### src/rtl/core/sjf_pkg.sv
// ----------------------------------------------------------------------------
// sjf_pkg
// Shared types and constants of the shortest-job-first scheduler: job and
// result records, the controller command and datapath status groups.
// ----------------------------------------------------------------------------
`default_nettype none

package sjf_pkg;

  localparam int unsigned MAX_JOBS = 16;
  localparam int unsigned IDX_W    = (MAX_JOBS > 1) ? $clog2(MAX_JOBS) : 1;
  localparam int unsigned CNT_W    = $clog2(MAX_JOBS + 1);

  localparam int unsigned ID_W     = 8;
  localparam int unsigned ARR_W    = 16;
  localparam int unsigned BURST_W  = 12;
  localparam int unsigned TIME_W   = 18;

  typedef struct packed {
    logic [ID_W-1:0]    job_id;
    logic [ARR_W-1:0]   arrive_at;
    logic [BURST_W-1:0] burst_len;
    logic               final_job;
  } job_t;

  typedef struct packed {
    logic [ID_W-1:0]   done_id;
    logic [TIME_W-1:0] start_time;
    logic [TIME_W-1:0] finish_time;
    logic [TIME_W-1:0] turnaround;
    logic [TIME_W-1:0] waiting;
    logic [TIME_W-1:0] idle_total;
    logic [TIME_W-1:0] end_time;
    logic              last_result;
  } result_t;

  // one stored table entry
  typedef struct packed {
    logic [ID_W-1:0]    id;
    logic [ARR_W-1:0]   arrive;
    logic [BURST_W-1:0] burst;
  } entry_t;

  typedef struct packed {
    logic load;
    logic scan_start;
    logic scan_step;
    logic jump;
    logic emit;
    logic clear;
  } ctrl_cmd_t;

  typedef struct packed {
    logic scan_done;
    logic pick_found;
    logic last_job;
  } dp_status_t;

endpackage

`default_nettype wire

### src/rtl/core/sjf_ctrl.sv
// ----------------------------------------------------------------------------
// sjf_ctrl
// Sequencer of the scheduler: loading, table scans, idle jumps and result
// issue, driving the datapath by command signals.
// ----------------------------------------------------------------------------
`default_nettype none

module sjf_ctrl (
  input  wire logic               clk_i,
  input  wire logic               rst_ni,
  input  wire logic               start,
  input  wire logic               final_job_i,
  input  wire sjf_pkg::dp_status_t status_i,
  output sjf_pkg::ctrl_cmd_t      cmd_o,
  output logic                    busy
);

  typedef enum logic [3:0] {
    ST_IDLE = 4'b0001,
    ST_SCAN = 4'b0010,
    ST_JUMP = 4'b0100,
    ST_EMIT = 4'b1000
  } state_e;

  state_e state_q, state_d;

  always_comb begin
    state_d = state_q;
    cmd_o   = '0;
    case (state_q)
      ST_IDLE: begin
        if (start) begin
          cmd_o.load = 1'b1;
          if (final_job_i) begin
            cmd_o.scan_start = 1'b1;
            state_d          = ST_SCAN;
          end
        end
      end
      ST_SCAN: begin
        cmd_o.scan_step = 1'b1;
        if (status_i.scan_done) begin
          state_d = status_i.pick_found ? ST_EMIT : ST_JUMP;
        end
      end
      ST_JUMP: begin
        // nothing arrived yet: move the clock on and look again
        cmd_o.jump       = 1'b1;
        cmd_o.scan_start = 1'b1;
        state_d          = ST_SCAN;
      end
      ST_EMIT: begin
        cmd_o.emit = 1'b1;
        if (status_i.last_job) begin
          cmd_o.clear = 1'b1;
          state_d     = ST_IDLE;
        end else begin
          cmd_o.scan_start = 1'b1;
          state_d          = ST_SCAN;
        end
      end
      default: begin
        state_d = ST_IDLE;
      end
    endcase
  end

  always_ff @(posedge clk_i or negedge rst_ni) begin
    if (!rst_ni) begin
      state_q <= ST_IDLE;
    end else begin
      state_q <= state_d;
    end
  end

  assign busy = (state_q != ST_IDLE);

endmodule

`default_nettype wire

### src/rtl/core/sjf_dp.sv
// ----------------------------------------------------------------------------
// sjf_dp
// Datapath of the scheduler: job table memory, scan trackers for the best
// ready job and the earliest pending arrival, clock and idle counters, and
// the result register.
// ----------------------------------------------------------------------------
`default_nettype none

module sjf_dp (
  input  wire logic                clk_i,
  input  wire logic                rst_ni,
  input  wire sjf_pkg::job_t       job_i,
  input  wire sjf_pkg::ctrl_cmd_t  cmd_i,
  output sjf_pkg::dp_status_t      status_o,
  output sjf_pkg::result_t         result_o,
  output logic                     result_valid_o
);

  localparam int unsigned IDX_W  = sjf_pkg::IDX_W;
  localparam int unsigned CNT_W  = sjf_pkg::CNT_W;
  localparam int unsigned TIME_W = sjf_pkg::TIME_W;
  localparam int unsigned ARR_W  = sjf_pkg::ARR_W;

  sjf_pkg::entry_t mem [sjf_pkg::MAX_JOBS];

  logic [CNT_W-1:0]             count_q;
  logic [CNT_W-1:0]             scan_q;
  logic [CNT_W-1:0]             done_cnt_q;
  logic [sjf_pkg::MAX_JOBS-1:0] done_q;
  logic [TIME_W-1:0]            clock_q;
  logic [TIME_W-1:0]            idle_q;

  logic                         rd_vld_q;
  logic [IDX_W-1:0]             rd_idx_q;
  sjf_pkg::entry_t              rd_data_q;

  logic                         pick_vld_q;
  logic [IDX_W-1:0]             pick_idx_q;
  sjf_pkg::entry_t              pick_q;
  logic                         earl_vld_q;
  logic [ARR_W-1:0]             earl_arr_q;

  sjf_pkg::result_t             result_q, result_d;
  logic                         valid_q;

  logic                         table_full;
  logic                         issue;
  logic                         arrived;
  logic                         better;
  logic                         earlier;
  logic                         last_job;
  logic [TIME_W-1:0]            fin;

  assign table_full = (count_q == CNT_W'(sjf_pkg::MAX_JOBS));
  assign issue      = cmd_i.scan_step && (scan_q != count_q);

  // table write on load, registered read during a scan
  always_ff @(posedge clk_i) begin
    if (cmd_i.load && !table_full) begin
      mem[count_q[IDX_W-1:0]] <= '{id:     job_i.job_id,
                                   arrive: job_i.arrive_at,
                                   burst:  job_i.burst_len};
    end
    if (issue) begin
      rd_data_q <= mem[scan_q[IDX_W-1:0]];
    end
  end

  assign arrived = ({{(TIME_W-ARR_W){1'b0}}, rd_data_q.arrive} <= clock_q);
  // shorter burst wins, then lower id; equal keys keep the earlier entry
  assign better  = !pick_vld_q || (rd_data_q.burst < pick_q.burst) ||
                   ((rd_data_q.burst == pick_q.burst) && (rd_data_q.id < pick_q.id));
  assign earlier = !earl_vld_q || (rd_data_q.arrive < earl_arr_q);

  assign last_job = ((done_cnt_q + CNT_W'(1)) == count_q);
  assign fin      = clock_q + TIME_W'(pick_q.burst);

  always_comb begin
    result_d             = '0;
    result_d.done_id     = pick_q.id;
    result_d.start_time  = clock_q;
    result_d.finish_time = fin;
    result_d.turnaround  = fin - TIME_W'(pick_q.arrive);
    result_d.waiting     = clock_q - TIME_W'(pick_q.arrive);
    if (last_job) begin
      result_d.idle_total  = idle_q;
      result_d.end_time    = fin;
      result_d.last_result = 1'b1;
    end
  end

  // trackers and payload registers
  always_ff @(posedge clk_i) begin
    if (rd_vld_q && !done_q[rd_idx_q] && arrived && better) begin
      pick_idx_q <= rd_idx_q;
      pick_q     <= rd_data_q;
    end
    if (rd_vld_q && !done_q[rd_idx_q] && earlier) begin
      earl_arr_q <= rd_data_q.arrive;
    end
    if (cmd_i.emit) begin
      result_q <= result_d;
    end
  end

  always_ff @(posedge clk_i or negedge rst_ni) begin
    if (!rst_ni) begin
      count_q    <= '0;
      scan_q     <= '0;
      done_cnt_q <= '0;
      done_q     <= '0;
      clock_q    <= '0;
      idle_q     <= '0;
      rd_vld_q   <= 1'b0;
      rd_idx_q   <= '0;
      pick_vld_q <= 1'b0;
      earl_vld_q <= 1'b0;
      valid_q    <= 1'b0;
    end else begin
      valid_q  <= cmd_i.emit;
      rd_vld_q <= issue;
      if (issue) begin
        rd_idx_q <= scan_q[IDX_W-1:0];
        scan_q   <= scan_q + CNT_W'(1);
      end
      if (cmd_i.load && !table_full) begin
        count_q                     <= count_q + CNT_W'(1);
        done_q[count_q[IDX_W-1:0]] <= 1'b0;
      end
      if (rd_vld_q && !done_q[rd_idx_q]) begin
        if (arrived && better) begin
          pick_vld_q <= 1'b1;
        end
        if (earlier) begin
          earl_vld_q <= 1'b1;
        end
      end
      if (cmd_i.jump) begin
        idle_q  <= idle_q + ({{(TIME_W-ARR_W){1'b0}}, earl_arr_q} - clock_q);
        clock_q <= {{(TIME_W-ARR_W){1'b0}}, earl_arr_q};
      end
      if (cmd_i.emit && !cmd_i.clear) begin
        done_q[pick_idx_q] <= 1'b1;
        clock_q            <= fin;
        done_cnt_q         <= done_cnt_q + CNT_W'(1);
      end
      if (cmd_i.scan_start) begin
        scan_q     <= '0;
        pick_vld_q <= 1'b0;
        earl_vld_q <= 1'b0;
      end
      // schedule complete: back to the empty state
      if (cmd_i.clear) begin
        count_q    <= '0;
        done_cnt_q <= '0;
        done_q     <= '0;
        clock_q    <= '0;
        idle_q     <= '0;
      end
    end
  end

  assign status_o.scan_done  = (scan_q == count_q) && !rd_vld_q;
  assign status_o.pick_found = pick_vld_q;
  assign status_o.last_job   = last_job;

  assign result_o       = result_q;
  assign result_valid_o = valid_q;

endmodule

`default_nettype wire

### src/rtl/core/sjf_nonpreemptive_scheduler.sv
// Loading takes one job per cycle while busy is low; the job with final_job set
// starts the schedule and busy stays high until the last result is issued.
// Each result needs a scan of the n-entry table through its registered read
// port, and a second scan when the clock must first jump to the next arrival;
// the strobe is registered and comes in the cycle after the dispatch, never held off.
// Reset clears the table count, done marks, clock and idle count at once.
// ----------------------------------------------------------------------------
// sjf_nonpreemptive_scheduler
// Non-preemptive shortest-job-first scheduler: loads a set of jobs, then
// issues one result per stored job in completion order.
// ----------------------------------------------------------------------------
`default_nettype none

module sjf_nonpreemptive_scheduler (
  input  wire logic             clk_i,
  input  wire logic             rst_ni,
  input  wire logic             start,
  input  wire sjf_pkg::job_t    job_i,
  output logic                  busy,
  output sjf_pkg::result_t      result_o,
  output logic                  result_valid_o
);

  sjf_pkg::ctrl_cmd_t  cmd;
  sjf_pkg::dp_status_t status;

  sjf_ctrl u_ctrl (
    .clk_i       (clk_i),
    .rst_ni      (rst_ni),
    .start       (start),
    .final_job_i (job_i.final_job),
    .status_i    (status),
    .cmd_o       (cmd),
    .busy        (busy)
  );

  sjf_dp u_dp (
    .clk_i          (clk_i),
    .rst_ni         (rst_ni),
    .job_i          (job_i),
    .cmd_i          (cmd),
    .status_o       (status),
    .result_o       (result_o),
    .result_valid_o (result_valid_o)
  );

  // a result only follows a dispatch while the schedule runs
  a_result_in_schedule : assert property (@(posedge clk_i) disable iff (!rst_ni)
    result_valid_o |-> $past(busy))
    else $error("result strobe outside a schedule");

  // the final job of a set starts the schedule
  a_final_starts : assert property (@(posedge clk_i) disable iff (!rst_ni)
    (start && !busy && job_i.final_job) |=> busy)
    else $error("final job did not start the schedule");

  // the last result ends the schedule
  a_last_frees : assert property (@(posedge clk_i) disable iff (!rst_ni)
    (result_valid_o && result_o.last_result) |-> !busy)
    else $error("still busy after the last result");

  // finish minus start equals turnaround minus waiting by construction of the result
  a_times_consistent : assert property (@(posedge clk_i) disable iff (!rst_ni)
    result_valid_o |-> (result_o.finish_time - result_o.start_time ==
                        result_o.turnaround - result_o.waiting))
    else $error("result times inconsistent");

endmodule

`default_nettype wire

### config.mk
export PLATFORM = sky130hd
export DESIGN_NAME = sjf_nonpreemptive_scheduler
export DESIGN_NICKNAME = d
export VERILOG_FILES = /design/src/rtl/core/sjf_pkg.sv /design/src/rtl/core/sjf_ctrl.sv /design/src/rtl/core/sjf_dp.sv /design/src/rtl/core/sjf_nonpreemptive_scheduler.sv
export SDC_FILE = /design/constraint.sdc
export NUM_CORES = 1
export LEC_CHECK = 0
export BUFFER_PORTS_ARGS = -buffer_cell sky130_fd_sc_hd__buf_2
export CAP_MARGIN = 0
export CORE_UTILIZATION = 60
export CTS_BUF_LIST = sky130_fd_sc_hd__clkbuf_16
export DETAILED_ROUTE_END_ITERATION = 10
export PLACE_DENSITY = 0.78
export SYNTH_ARGS = -nofsm -noshare
export SYNTH_HDL_FRONTEND = slang
export SYNTH_SLANG_ARGS = --single-unit
### constraint.sdc
create_clock -name clk_i -period 6.3 [get_ports clk_i]
set_clock_uncertainty 0.2 [all_clocks]
set_input_delay 0.63 -clock clk_i [delete_from_list [all_inputs] [get_ports clk_i]]
set_output_delay 0.63 -clock clk_i [all_outputs]
set_load 0.03 [all_outputs]
==> flow_summary.json, run 1 <==
{
  "totalWireLength_um": 88260,
  "mostFrequentLayoutCell": "edfxtp_1",
  "worst_setup_hold_path_clk_slew_ns": 0.07,
  "cp.arrival_ns": 4.74,
  "cts_buffer_depth": 3,
  "dr.first_iter.drc_count": 2207,
  "area_growth_syn_to_layout_pct": 12.67,
  "avgSynthCellArea_um2": 17.46,
  "mappedNetlistNets": 2275,
  "worst_slew_pin_slew_ns": 1.208,
  "unrepaired_setup_endpoints_after_global_routing": "no",
  "yosys_register_bits": 864,
  "antenna_found_initial": 8,
  "multi_input_comb_area_um2": 10320,
  "globalRouteOverflowTotal": 0,
  "clock_insertion_delay_worst_skew_ns": 0.65,
  "outcome": "completed",
  "peakVddDrop_mv": 0.2418,
  "grt_pass1_wl_um": 131500,
  "final_core_utilization_pct": 68.33,
  "maxCapViolCount": 0,
  "setup_tns_ns": 0,
  "sequential_area_share_after_synthesis_pct": 69.80,
  "critical_path.max_stage_delay_ns": 0.43,
  "detail-route-antenna-nets": 0,
  "area.sequential_um2": 25560,
  "die_area_um2": 62000,
  "postSynthCellCount": 2097,
  "fin_crit_ns": 4.550,
  "num_io_pins": 159,
  "place.port_buffers": 158,
  "final_net_count": 2482,
  "route.detailed.vias_per_inst": 6.354,
  "ys_types": 81,
  "cts_tree": "built",
  "start_util_pct": 60.64,
  "worstSetupPathType": "reg -> reg",
  "n_fill_cell": 3822,
  "top_achievable_clock_speed_ghz": 0.2198,
  "dp.cells": 2997,
  "p_total_uw": 15250,
  "grt_start_max_net_pins": 79,
  "hold_path.class": "in -> async",
  "fraction_of_layout_cells_with_a_size_suffix_above_1_pct": 22.80,
  "placeableCoreArea_um2": 60360,
  "timing_max_transition_violations_final": 0,
  "gp_congestion": 0.9999,
  "detail_route.wl_per_cell_um": 27.92,
  "crit_chain": "ha_1 > inv_1 > fa_1 > nor2b_1 > o31ai_2 > a21boi_0 > nor2_1 > xnor2_1 > ha_1 > a21o_1 > or3_1 > o211a_1 > nor4b_2 > o21ai_1 > a311oi_2 > xnor2_1",
  "cts_htree_levels": 3,
  "drt-pass1-iter-count": 5,
  "post-route-period-util_pct": 72.22,
  "die_width_um": 249.0,
  "most_used_cells_in_the_layout_excluding_fill_and_tap_cells": "785 x edfxtp_1, 185 x mux4_2, 163 x inv_1",
  "worst_slack_ns": 1.750,
  "grt_use_total_pct": 29.05,
  "cts_made_buffers": 86,
  "finalHoldViolCount": 0,
  "die_height_um": 249.0,
  "vias_in_the_first_global_route": 20810,
  "rows": 90,
  "path_max_fanout": 5,
  "timing.critical_path.to_type": "register",
  "ys.warnings.count": 0,
  "postCtsSetupRepairBufs": 0,
  "route.vias.total": 20080,
  "async_reset_ff_share_pct": 9.144,
  "power-per-cell-area_nw_per_um2": 369.7,
  "post-route-drc-count": 0,
  "clockRootBuffer": "clkbuf_16",
  "cp-start-kind": "register",
  "cts_sink_count": 864,
  "static-leakage-power_uw": 0.01431,
  "final_cell_count_no_fill": 3161,
  "setup_viol": 0,
  "ys_dominant_reg_cell": "edfxtp_1",
  "worst-endpoint-required_ns": 6.49,
  "maxSlewHeadroom_pct": 19.47,
  "post-dp-hpwl_um": 52560,
  "critical_path_top_delay_cell": "dfrtp_1",
  "place_worst_setup_slack_ns": 1.785,
  "synth-edff-count": 785,
  "netlist_area_um2": 36600
}
-- cells in the mapped netlist, types with 4 or more instances --
cell / n / area share, %
nand4_1: 13 / 0.22
o211ai_1: 7 / 0.14
dfrtp_1: 78 / 5.3
o21ai_1: 22 / 0.30
nand2_1: 74 / 0.76
o21a_1: 20 / 0.41
buf_2: 22 / 0.30
nand2b_1: 18 / 0.31
o21bai_1: 4 / 0.082
inv_1: 147 / 1.5
a211oi_1: 13 / 0.27
nand3_1: 26 / 0.36
buf_1: 4 / 0.041
nor2b_1: 15 / 0.26
a31oi_1: 12 / 0.21
ha_1: 119 / 4.1
and2_1: 15 / 0.26
fa_1: 19 / 1.0
o21ai_0: 57 / 0.78
edfxtp_1: 785 / 64
mux4_2: 185 / 11
clkbuf_1: 43 / 0.44
nor3_1: 18 / 0.25
o31ai_1: 11 / 0.23
xnor2_1: 46 / 1.1
nor2_1: 101 / 1.0
mux2_2: 4 / 0.12
a21o_1: 27 / 0.55
a21oi_1: 76 / 1.0
and3_1: 5 / 0.085
and4_1: 4 / 0.096
xor2_1: 25 / 0.60
-- routing by layer --
metal  wire [um]  up-vias  track usage [%]
met5          54        -                0
met4        3517        8            13.29
met3        6490      204            4.681
met2       44380     1002            48.71
met1       33820    10230            37.71
li1            -     8643                -
-- cell families (layout without fill, tap and decap cells) --
logic type                 count (synthesis)  count (layout)  synth area share, %
DFF                                      864             864                69.80
and+or+nand+nor                          315             315                4.167
AOI/OAI and AO/OA                        298             298                5.291
buffers and inverters                    219             495                2.345
muxes                                    192             192                11.59
adders and majority gates                138             138                5.107
xor gates and xnor gates                  71              71                1.699
other                                      0               6                    0
-- power by group --
| group | total, uW | internal [uW] | switching, uW | leakage (uW) |
|---|---|---|---|---|
| logic | 3050 | 1370 | 1680 | 0.00484 |
| clock network | 5030 | 2870 | 2160 | 0.00141 |
| registers | 7170 | 6800 | 375 | 0.00806 |
-- registers in the layout, indices dropped and copies added (netlist names), 16 cells and up --
name	count
u_dp.pick_q	36
u_dp.clock_q	18
u_dp.idle_q	18
u_dp.result_o	117
u_dp.rd_data_q	36
u_dp.earl_arr_q	16
u_dp.done_q	16
u_dp.mem	576
-- final timing paths --
kind | to | slack, ns | cells after the start | startpoint
min in group clk_i | u_dp.mem[0][11]$_DFFE_PP_ | 0.17 | 1 | job_i[12]
max | u_dp.result_o[72]$_DFFE_PP_ | 1.75 | 16 | u_dp.clock_q[0]$_DFFE_PN0P_
max in group asynchronous | u_dp.scan_q[1]$_DFFE_PN0P_ | 4.42 | 3 | rst_ni
min | u_dp.result_valid_o$_DFF_PN0_ | 0.13 | 2 | rst_ni
min reg2reg | u_dp.pick_q[33]$_DFFE_PP_ | 0.26 | 0 | u_dp.rd_data_q[33]$_DFFE_PP_
max reg2reg | u_dp.result_o[72]$_DFFE_PP_ | 1.75 | 16 | u_dp.clock_q[0]$_DFFE_PN0P_
-- through the flow --
stage | cell area, um2 | hold slack (ns)
6_report | 41240 | 0.1288
3_3_place_gp | 38460 | 0.2129
4_1_cts | 41230 | 0.1069
5_1_grt | 41230 | 0.1189
2_1_floorplan | 36600 | 0.1344
3_5_place_dp | 38460 | 0.2119
-- repair_timing --
item | 4_1_cts | 5_1_grt
hold buffers | 1 | 0
resized for setup | 0 | 0
hold endpoints to repair | 1 | 0
setup endpoints to repair | 0 | 0
-- final cells by class --
| type | instances | area share (%) |
|---|---|---|
| Antenna cell | 6 | 0.03641 |
| Inverter | 149 | 1.371 |
| Tap cell | 782 | 2.373 |
| Clock buffer | 88 | 5.340 |
| Multi-Input combinational cell | 1014 | 25.03 |
| Timing Repair Buffer | 189 | 2.524 |
| Sequential cell | 864 | 61.98 |
| Clock inverter | 69 | 1.347 |
-- worst max-delay path: cells and delay by family, from the launching register on --
family                     cells  cell delay [ns]
adders and majority gates      3             0.97
and+or+nand+nor                4             0.86
buffers and inverters          1             0.06
DFF                            1             0.43
xor gates and xnor gates       2             0.42
AOI/OAI and AO/OA              6             1.35
No activity file was read; power rests on OpenSTA's default activity.
==> run 2, diff against run 1 <==
--- a/config.mk
+++ b/config.mk
@@ -7,10 +7,10 @@
 export LEC_CHECK = 0
 export BUFFER_PORTS_ARGS = -buffer_cell sky130_fd_sc_hd__buf_2
 export CAP_MARGIN = 0
-export CORE_UTILIZATION = 60
+export CORE_UTILIZATION = 56
 export CTS_BUF_LIST = sky130_fd_sc_hd__clkbuf_16
 export DETAILED_ROUTE_END_ITERATION = 10
-export PLACE_DENSITY = 0.78
+export PLACE_DENSITY = 0.76
 export SYNTH_ARGS = -nofsm -noshare
 export SYNTH_HDL_FRONTEND = slang
 export SYNTH_SLANG_ARGS = --single-unit
==> constraint.sdc (replaced) <==
create_clock -name clk_i -period 4 [get_ports clk_i]
set_clock_uncertainty 0.2 [all_clocks]
set_input_delay 0.4 -clock clk_i [delete_from_list [all_inputs] [get_ports clk_i]]
set_output_delay 0.4 -clock clk_i [all_outputs]
set_load 0.03 [all_outputs]
==> flow_summary.json, run 2 (same netlist as run 1, synthesis figures left out) <==
{
  "cts_made_buffers": 85,
  "post-route-drc-count": 0,
  "unrepaired_setup_endpoints_after_global_routing": "yes",
  "post-dp-hpwl_um": 51900,
  "die_width_um": 257.7,
  "gp_congestion": 0.9217,
  "globalRouteOverflowTotal": 0,
  "grt_pass1_wl_um": 132600,
  "vias_in_the_first_global_route": 21030,
  "detail-route-antenna-nets": 0,
  "place.port_buffers": 158,
  "maxSlewHeadroom_pct": 31.67,
  "area.sequential_um2": 25560,
  "fraction_of_layout_cells_with_a_size_suffix_above_1_pct": 24.82,
  "place_worst_setup_slack_ns": -0.1215,
  "detail_route.wl_per_cell_um": 26.77,
  "post-route-period-util_pct": 98.03,
  "die_area_um2": 66390,
  "worstSetupPathType": "reg -> reg",
  "outcome": "completed",
  "cts_tree": "built",
  "cts_sink_count": 864,
  "start_util_pct": 56.78,
  "route.vias.total": 20520,
  "clockRootBuffer": "clkbuf_16",
  "peakVddDrop_mv": 0.4634,
  "worst_slack_ns": 0.07900,
  "timing_max_transition_violations_final": 0,
  "maxCapViolCount": 0,
  "power-per-cell-area_nw_per_um2": 575.5,
  "rows": 93,
  "most_used_cells_in_the_layout_excluding_fill_and_tap_cells": "785 x edfxtp_1, 185 x mux4_2, 165 x inv_1",
  "worst_setup_hold_path_clk_slew_ns": 0.06,
  "drt-pass1-iter-count": 5,
  "cts_buffer_depth": 3,
  "cts_htree_levels": 3,
  "cp.arrival_ns": 4.08,
  "totalWireLength_um": 88970,
  "antenna_found_initial": 4,
  "hold_path.class": "in -> reg",
  "setup_viol": 0,
  "fin_crit_ns": 3.921,
  "timing.critical_path.to_type": "register",
  "worst-endpoint-required_ns": 4.16,
  "cp-start-kind": "register",
  "die_height_um": 257.7,
  "top_achievable_clock_speed_ghz": 0.2550,
  "final_core_utilization_pct": 65.96,
  "static-leakage-power_uw": 0.01486,
  "clock_insertion_delay_worst_skew_ns": 0.64,
  "mostFrequentLayoutCell": "edfxtp_1",
  "postLayoutCellArea_um2": 42520,
  "route.detailed.vias_per_inst": 6.175,
  "multi_input_comb_area_um2": 10450,
  "dr.first_iter.drc_count": 1971,
  "final_net_count": 2573,
  "grt_start_max_net_pins": 108,
  "placeableCoreArea_um2": 64460,
  "fin_worst_hold_slack_ns": 0.05423,
  "flip_flop_count_of_the_largest_register_all_copies_and_words_added": 576,
  "area_growth_syn_to_layout_pct": 16.17,
  "worst_slew_pin_slew_ns": 1.025,
  "area_post_placement_um2": 39210,
  "grt_use_total_pct": 27.14,
  "finalHoldViolCount": 0,
  "n_fill_cell": 4299,
  "num_io_pins": 159,
  "path_max_fanout": 2
}
[run 2: worst paths after layout]
kind | start | endpoint | slack (ns) | cells past startpoint
worst max-delay path | u_dp.clock_q[0]$_DFFE_PN0P_ | u_dp.result_o[72]$_DFFE_PP_ | 0.08 | 16
worst min-delay path | job_i[0] | u_ctrl.state_q[0]$_DFFE_PN1P_ | 0.05 | 6
worst max register to register | u_dp.clock_q[0]$_DFFE_PN0P_ | u_dp.result_o[72]$_DFFE_PP_ | 0.08 | 16
worst min register to register | u_dp.rd_data_q[28]$_DFFE_PP_ | u_dp.pick_q[28]$_DFFE_PP_ | 0.25 | 0
max in group asynchronous | rst_ni | u_dp.done_q[0]$_DFF_PN0_ | 2.56 | 3
min in group asynchronous | rst_ni | u_dp.count_q[2]$_DFFE_PN0P_ | 0.21 | 2
[run 2: cell type report]
type | count | share of cell area (%)
Sequential cell | 864 | 60.11
Antenna cell | 2 | 0.01177
Timing Repair Buffer | 281 | 4.873
Clock inverter | 72 | 1.533
Tap cell | 855 | 2.516
Clock buffer | 86 | 5.061
Inverter | 149 | 1.330
Multi-Input combinational cell | 1014 | 24.57
[run 2: per-layer routing]
layer  global-route usage, %  wire [um]
met1                   35.04      34010
met2                   47.27      45840
met3                   3.857       6276
met4                   9.583       2806
met5                       0         38
[run 2: what timing repair did]
| action | 4_1_cts | 5_1_grt |
|---|---|---|
| hold buffers | 37 | 0 |
| resized for setup | 5 | 19 |
| pin swaps | 6 | 11 |
| setup endpoints to repair | 2 | 7 |
| hold endpoints to repair | 628 | 0 |
| buffers inserted | 1 | 4 |
[run 2: worst max-delay path, cell delays in order (launching register included)]
cell and delay, ns:
dfrtp_1 0.36, ha_2 0.20, inv_2 0.04, fa_2 0.36
nor2b_4 0.16, o31ai_4 0.07, a21boi_1 0.15, nor2_1 0.07
xnor2_1 0.19, ha_1 0.29, a21o_1 0.18, or3_4 0.34
o211a_4 0.26, nor4b_4 0.27, o21ai_2 0.13, a311oi_2 0.29
xnor2_1 0.10
[run 2: power breakdown]
group	switching [uW]	leakage (uW)	total [uW]	internal (uW)
Sequential	540	0.00806	11200	10700
Clock	3440	0.00144	8030	4590
Combinational	2820	0.00536	5200	2370
[run 2: stage by stage]
step | std cells | power, uW | setup TNS, ns
2_1_floorplan | 2097 | 14710 | 0
3_3_place_gp | 3121 | 16260 | -0.02488
3_5_place_dp | 3121 | 16460 | -0.1258
4_1_cts | 3317 | 24570 | 0
5_1_grt | 3321 | 25320 | -0.08351
6_report | 3323 | 24470 | 0
==> run 3, diff against run 2 <==
--- a/config.mk
+++ b/config.mk
@@ -7,10 +7,12 @@
 export LEC_CHECK = 0
 export BUFFER_PORTS_ARGS = -buffer_cell sky130_fd_sc_hd__buf_2
 export CAP_MARGIN = 0
-export CORE_UTILIZATION = 56
+export CELL_PAD_IN_SITES_DETAIL_PLACEMENT = 1
+export CELL_PAD_IN_SITES_GLOBAL_PLACEMENT = 1
+export CORE_UTILIZATION = 48
 export CTS_BUF_LIST = sky130_fd_sc_hd__clkbuf_16
 export DETAILED_ROUTE_END_ITERATION = 10
-export PLACE_DENSITY = 0.76
+export PLACE_DENSITY_LB_ADDON = 0.1
 export SYNTH_ARGS = -nofsm -noshare
 export SYNTH_HDL_FRONTEND = slang
 export SYNTH_SLANG_ARGS = --single-unit
==> flow_summary.json, run 3 (same netlist as run 1, synthesis figures left out) <==
{
  "outcome": "completed",
  "dp.cells": 3251,
  "rows": 100,
  "placeableCoreArea_um2": 74950,
  "grt_use_total_pct": 24.62,
  "clock_insertion_delay_worst_skew_ns": 0.66,
  "worstSetupPathType": "reg -> reg",
  "detail-route-antenna-nets": 0,
  "cp-start-kind": "register",
  "reg2reg_slack_ns": 0.05,
  "globalRouteOverflowTotal": 0,
  "maxSlewHeadroom_pct": 37.42,
  "die_area_um2": 77370,
  "flip_flop_count_of_the_largest_register_all_copies_and_words_added": 576,
  "reg2regPathDepth": 16,
  "post-route-period-util_pct": 98.82,
  "grt_pass1_wl_um": 139300,
  "num_io_pins": 159,
  "start_util_pct": 48.84,
  "gp_congestion": 0.8546,
  "worst_setup_hold_path_clk_slew_ns": 0.06,
  "cts_htree_levels": 3,
  "whs_endpoint": "u_dp.count_q[0]$_DFFE_PN0P_",
  "final_cell_count_no_fill": 3460,
  "top_achievable_clock_speed_ghz": 0.2530,
  "grt_start_max_net_pins": 75,
  "area_post_placement_um2": 39430,
  "route.layer.met1.wl_um": 37880,
  "met2_length_um": 49240,
  "drt-pass1-iter-count": 5,
  "area_growth_syn_to_layout_pct": 17.54,
  "setup_viol": 0,
  "worst_min_delay_path_startpoint": "start",
  "maxCapViolCount": 0,
  "cts_sink_count": 864,
  "worst_slew_pin_slew_ns": 0.9387,
  "path_max_fanout": 2,
  "timing_max_transition_violations_final": 0,
  "most_used_cells_in_the_layout_excluding_fill_and_tap_cells": "785 x edfxtp_1, 185 x mux4_2, 161 x inv_1",
  "die_width_um": 278.2,
  "post-route-drc-count": 0,
  "final_net_count": 2596,
  "cts_made_buffers": 91,
  "worst_r2r_endpoint": "u_dp.result_o[72]$_DFFE_PP_",
  "route.top_layer_used": "met5",
  "peakVddDrop_mv": 0.4992,
  "die_height_um": 278.2,
  "post-dp-hpwl_um": 58770,
  "dr.first_iter.drc_count": 1450,
  "setup_tns_ns": 0,
  "hold_path.class": "in -> reg",
  "antenna_found_initial": 6,
  "cp.arrival_ns": 4.15,
  "power-per-cell-area_nw_per_um2": 580.7,
  "worst-endpoint-required_ns": 4.20,
  "worstReg2RegStart": "u_dp.clock_q[0]$_DFFE_PN0P_",
  "detail_route.wl_per_cell_um": 27.12,
  "cts_tree": "built",
  "route.met3.wl_um": 3881,
  "postLayoutCellArea_um2": 43020,
  "hold_path_stages": 4,
  "mostFrequentLayoutCell": "edfxtp_1",
  "vias_in_the_first_global_route": 21800,
  "timing.critical_path.to_type": "register",
  "route.vias.total": 20090,
  "static-leakage-power_uw": 0.01503,
  "finalHoldViolCount": 0,
  "cts_buffer_depth": 3,
  "unrepaired_setup_endpoints_after_global_routing": "yes",
  "totalWireLength_um": 93840,
  "route.detailed.vias_per_inst": 5.808,
  "place.port_buffers": 158,
  "fin_crit_ns": 3.953,
  "fraction_of_layout_cells_with_a_size_suffix_above_1_pct": 25.94,
  "clockRootBuffer": "clkbuf_16"
}
run 3: timing repair:
item	in CTS	in global routing
hold endpoints to repair	636	0
setup endpoints to repair	4	5
gates resized for setup	10	20
pin swaps	2	11
buffers inserted	0	6
hold buffers	37	0
run 3: final cells by class:
cell class                 count  area, um2
clock inverter                71      661.9
inverter                     149      565.5
antenna                        1      2.502
clock buffer                  94       2352
fill                        6774      31920
timing repair buffer         298       2162
sequential                   864      25560
multi-input combinational   1014      10510
tap                          969       1212
run 3: how the worst max path moves through the flow:
stage                           startpoint                     endpoint  slack (ns)  cells past startpoint
2_1_floorplan  u_dp.clock_q[0]$_DFFE_PN0P_  u_dp.result_o[72]$_DFFE_PP_        0.12                     16
4_1_cts           u_dp.pick_q[3]$_DFFE_PP_  u_dp.result_o[69]$_DFFE_PP_       -0.01                     14
6_report       u_dp.clock_q[0]$_DFFE_PN0P_  u_dp.result_o[72]$_DFFE_PP_        0.05                     16
3_5_place_dp   u_dp.clock_q[0]$_DFFE_PN0P_  u_dp.result_o[70]$_DFFE_PP_       -0.12                     17
3_3_place_gp      u_dp.pick_q[0]$_DFFE_PP_  u_dp.result_o[70]$_DFFE_PP_       -0.04                     17
5_1_grt           u_dp.pick_q[0]$_DFFE_PP_  u_dp.result_o[72]$_DFFE_PP_       -0.11                     16
run 3: critical path, stage by stage (launching register included):
cell and delay [ns]:
dfrtp_1 0.37, ha_2 0.20, inv_2 0.04, fa_2 0.37, nor2b_4 0.17, o31ai_4 0.08, a21boi_1 0.16, nor2_1 0.06
xnor2_1 0.21, ha_1 0.29, a21o_1 0.19, or3_4 0.34, o211a_4 0.26, nor4b_4 0.32, o21ai_2 0.10, a311oi_2 0.26
xnor2_1 0.09
run 3: routing by layer:
layer	vias up	track usage, %
met5	-	0
met4	2	8.783
met3	162	3.173
met2	505	43.65
met1	10570	31.06
li1	8853	-
run 3: per-stage QoR:
stage	util [%]	total power, uW	setup slack (ns)	hold WS [ns]
2_1_floorplan	-	14710	0.1225	-0.09559
3_3_place_gp	52.61	16450	-0.04353	0.2346
3_5_place_dp	52.61	16670	-0.1186	0.2426
4_1_cts	57.19	25200	-0.01024	0.07905
5_1_grt	57.41	25970	-0.1071	0.1427
6_report	57.41	24980	0.04720	0.1083
run 3: where the power goes:
| part | internal, uW | switching (uW) |
|---|---|---|
| Sequential | 10700 | 470 |
| Combinational | 2430 | 2920 |
| Clock | 4920 | 3540 |
